File: src/hw/rtl/lpm_ram.sv
// Simple dual-port RAM: one write port, one registered read port.
module lpm_ram #(
    parameter int DEPTH = 64,
    parameter int WIDTH = 32
) (
    input  logic                                       aclk,
    input  logic                                       wr_en,
    input  logic [((DEPTH > 1) ? $clog2(DEPTH) : 1)-1:0] wr_addr,
    input  logic [WIDTH-1:0]                           wr_data,
    input  logic                                       rd_en,
    input  logic [((DEPTH > 1) ? $clog2(DEPTH) : 1)-1:0] rd_addr,
    output logic [WIDTH-1:0]                           rd_data
);

    logic [WIDTH-1:0] mem [DEPTH];

    always_ff @(posedge aclk) begin
        if (wr_en) begin
            mem[wr_addr] <= wr_data;
        end
    end

    always_ff @(posedge aclk) begin
        if (rd_en) begin
            rd_data <= mem[rd_addr];
        end
    end

endmodule

File: config.mk
export PLATFORM = sky130hd
export DESIGN_NAME = lpm_ram
export DESIGN_NICKNAME = d
export VERILOG_FILES = /design/src/hw/rtl/lpm_ram.sv
export SDC_FILE = /design/constraint.sdc
export NUM_CORES = 2
export LEC_CHECK = 0
export BUFFER_PORTS_ARGS = -buffer_cell sky130_fd_sc_hd__buf_2
export CORE_MARGIN = 2
export CORE_UTILIZATION = 50
export DETAILED_ROUTE_END_ITERATION = 12
export GPL_TIMING_DRIVEN = 0
export PLACE_DENSITY = 0.64
export SLEW_MARGIN = 20
export SYNTH_ARGS = -nofsm -noshare
export SYNTH_HDL_FRONTEND = slang
export SYNTH_SLANG_ARGS = --single-unit
File: constraint.sdc
create_clock -name aclk -period 7.55 [get_ports aclk]
set_input_delay 1.51 -clock aclk [delete_from_list [all_inputs] [get_ports aclk]]
set_output_delay 1.51 -clock aclk [all_outputs]
set_load 0.01 [all_outputs]
After elaboration in Yosys (flattened, before gate mapping). Memory sizes are Yosys's and may differ from the RTL's. A register that Yosys moved wholly into a read port is not among the register bits. Cells that the tools add are included.

Muxes and demuxes: 2.

Operators with widths (count): 1-bit two-way mux (2).

Register bits: 0. Memory bits (writable): 2048. Input port bits: 47. Output and inout port bits: 32. Word-level logic and storage cells: 3. Memories kept: 1.

Memories: mem (depth 64, width 32, read ports 1, clocked after Yosys merged registers in 1, write ports 1, line 15) `logic [WIDTH-1:0] mem [DEPTH];`.

Depth between registers and ports, before layout.
Depth in word-level cells: 2. Mapped depth: 10.

Worst setup path before layout. No wires, ideal clock.

Path type: input to register. From: input wr_addr[3] (netlist bit). To: memory mem[48][0] (enable). Setup time: 0.461 ns. Data arrival time: 4.209 ns. Setup slack: 2.880 ns. Stages on the path: 4. Buffers on the path: 1. Path through: clkbuf_1 nor2b_1 nand4b_1 nor3_1.

RTL lines: from (decl) (line 8) `input logic [((DEPTH > 1) ? $clog2(DEPTH) : 1)-1:0] wr_addr,`; to (decl) (line 15).

No word-level cell before the write port.

==> reports/results.ini <==
[outcome]
outcome = finished clean

[finish]
multiInputGateArea_sq_mm = 0.0160
final_common_cell = edfxtp_1
final_cell_mix = edfxtp_1 (2080), mux4_2 (544), clkbuf_16 (204), buf_2 (99)
syn2layout_area_growth_pct = 16.9
drive_gt1_share_pct = 31.0
fin_util_pct = 58.9
register_area_sq_mm = 0.0625
nNetsFinal = 3794
num-fill-cells = 10900

[routing]
drc = 0
routed_wl_um = 242000
drt-initial-drc-count = 7357
viasPerCell = 6.77
antenna_left = 0
vias = 40500
wl_per_cell_um = 40.4
dr.pass1.iters = 6

[clocking]
cts_setup_buffers = 0
clkTransAtPathRegs_ns = 0.06
numCtsBuffers = 201
ctsResizeCount = 0
cts_tree = built
clock_sinks = 2080
root_buffer = clkbuf_16
clockBufferDepth = 3
holdBufCountCts = 0
htreeDepth = 4
insertion_delay_ns = 0.84

[global_route]
grt_overflow = 0
grt_pass1_vias = 38800
antenna_found_initial = 27
grt_max_degree = 65
grt_usage_pct = 30.1
grt_pass1_wl_um = 327000

[sta]
setup_viol = 0
drv_slew = 0
period_share_pct = 68.7
maxSlewHeadroom_pct = 13.1
setup_tns_ns = 0
worstMarginPinSlew_ns = 1.30
hold_violations = 0
period_minus_slack_ns = 5.19
skew_ns = 0.0426
rsz0062_at_grt = false
timing.fmax_mhz = 193

[synth]
ys_ff_latch = 2080
netlist_area_sq_mm = 0.0788
synth_cell_type_count = 33
ys_seq_area_share_pct = 79.2
synth_edf_count = 2080
async_flop_share_pct = 0
syn_avg_cell_area_sq_um = 23.7
syn_nets = 3371
ys.flop_type = edfxtp_1
yosysWarnings = 0
netlist_instances = 3324

[worst_setup_path]
critical_path_class = in -> reg
path_cells = buf_2 -> buf_2 -> buf_2 -> buf_1 -> nand3b_1 -> o221ai_1 -> a21oi_1 -> a21oi_1 -> nor2_1
regToRegEndpoint = rd_data[27]$_DFFE_PP_
cp.buffers_inverters = 4
r2r_cells = 4
r2r_slack_ns = 4.72
required_ns = 8.08
r2r-start = mem[18][27]$_DFFE_PP_
crit_family = buffers and inverters
cp_data_arrival_time_ns = 5.71
cp_slowest_cell = buf_1
critPathCaptureType = flip-flop
setup.worst_path.start = rd_addr[1]
crit_fanout = 10
start_kind = primary input
crit_end = rd_data[19]$_DFFE_PP_
max_stage_delay_ns = 0.87
cp_common_cell = buf_2
cp.depth = 9

[die]
initial_core_util_pct = 50.4
io_pins = 79
dieHeight_um = 401
die_w_um = 401
dieArea_sq_mm = 0.161
placement_rows = 145
core_sq_mm = 0.156

[placement]
io_buffers = 70
dpl.hpwl_um = 159000
gp_congestion = 0.846

[power_and_ir_drop]
power_density_mw_per_mm2 = 261
ir_worst_vdd_v = 0.000237
p_leak_uw = 0.0288

[worst_hold_path]
holdCritPathClass = in -> reg
worstHoldPathCells = 1

[flow_run]
drv_cap = 0

-- sequential cells by signal, summed over array words and instances, names as in the netlist --
| name | count |
|---|---|
| mem | 2048 |
| rd_data | 32 |
-- area by class of cell --
cell class / count / area share, %
antenna: 12 / 0.0326
buffer: 182 / 0.979
clock buffer: 235 / 5.67
clock inverter: 136 / 1.31
multi-input combinational: 1062 / 17.4
sequential: 2080 / 67.8
tap: 2058 / 2.79
timing repair buffer: 220 / 4.07
-- cells in the mapped netlist, types with 7 or more instances --
library cell,count,area (sq um)
a21oi_1,62,310
a22oi_1,12,90.1
a311oi_1,8,70.1
buf_1,21,78.8
buf_2,57,285
buf_4,25,188
clkbuf_1,74,278
edfxtp_1,2080,62500
mux2i_1,93,931
mux4_2,544,12300
nand2_1,26,97.6
nand2b_1,8,50.1
nor2_1,137,514
nor2b_1,15,93.8
nor3_1,7,35.0
o221ai_1,27,236
o22ai_1,84,526
-- cell families after synthesis --
kind of cell	Yosys count	synth area share, %
DFF	2080	79.2
muxes	637	16.7
and+or+nand+nor	223	1.26
AOI/OAI and AO/OA	202	1.67
buffers and inverters	182	1.12
-- power breakdown --
group	leakage, uW	internal (uW)	switching, uW
sequential	0.0187	12800	21.5
clock	0.00312	5560	4340
combinational	0.00691	445	880
-- how the worst min path moves through the flow --
| stage | from | endpoint | slack [ns] |
|---|---|---|---|
| 6_report | wr_data[5] | mem[3][5]$_DFFE_PP_ | 1.09 |
| 5_1_grt | wr_data[5] | mem[32][5]$_DFFE_PP_ | 1.07 |
| 4_1_cts | mem[44][29]$_DFFE_PP_ | rd_data[29]$_DFFE_PP_ | 1.07 |
| 3_5_place_dp | mem[44][27]$_DFFE_PP_ | rd_data[27]$_DFFE_PP_ | 1.05 |
| 3_3_place_gp | mem[44][27]$_DFFE_PP_ | rd_data[27]$_DFFE_PP_ | 1.05 |
| 2_1_floorplan | mem[12][17]$_DFFE_PP_ | rd_data[17]$_DFFE_PP_ | 0.75 |
-- stage by stage --
step                hold slack, ns  instances  worst slack [ns]  power (uW)  cell area (sq um)
floorplan                    0.750       3324              2.88       13700              78800
global placement              1.05       5452             -2.28       14300              81800
detailed placement            1.05       5598              1.65       14400              85600
CTS                           1.07       5969              2.48       24100              92000
global route                  1.07       5975              2.40       24600              92100
finish                        1.09       5985              2.36       24100              92100
-- metal layers --
metal / GRT usage, % / up-vias / wire length, um
met1: 43.3 / 21600 / 89200
met2: 45.7 / 3212 / 111000
met5: 0 / - / 104
met3: 6.98 / 532 / 31300
li1: - / 15200 / -
met4: 11.1 / 16 / 10000
No activity file was read; power rests on OpenSTA's default activity.
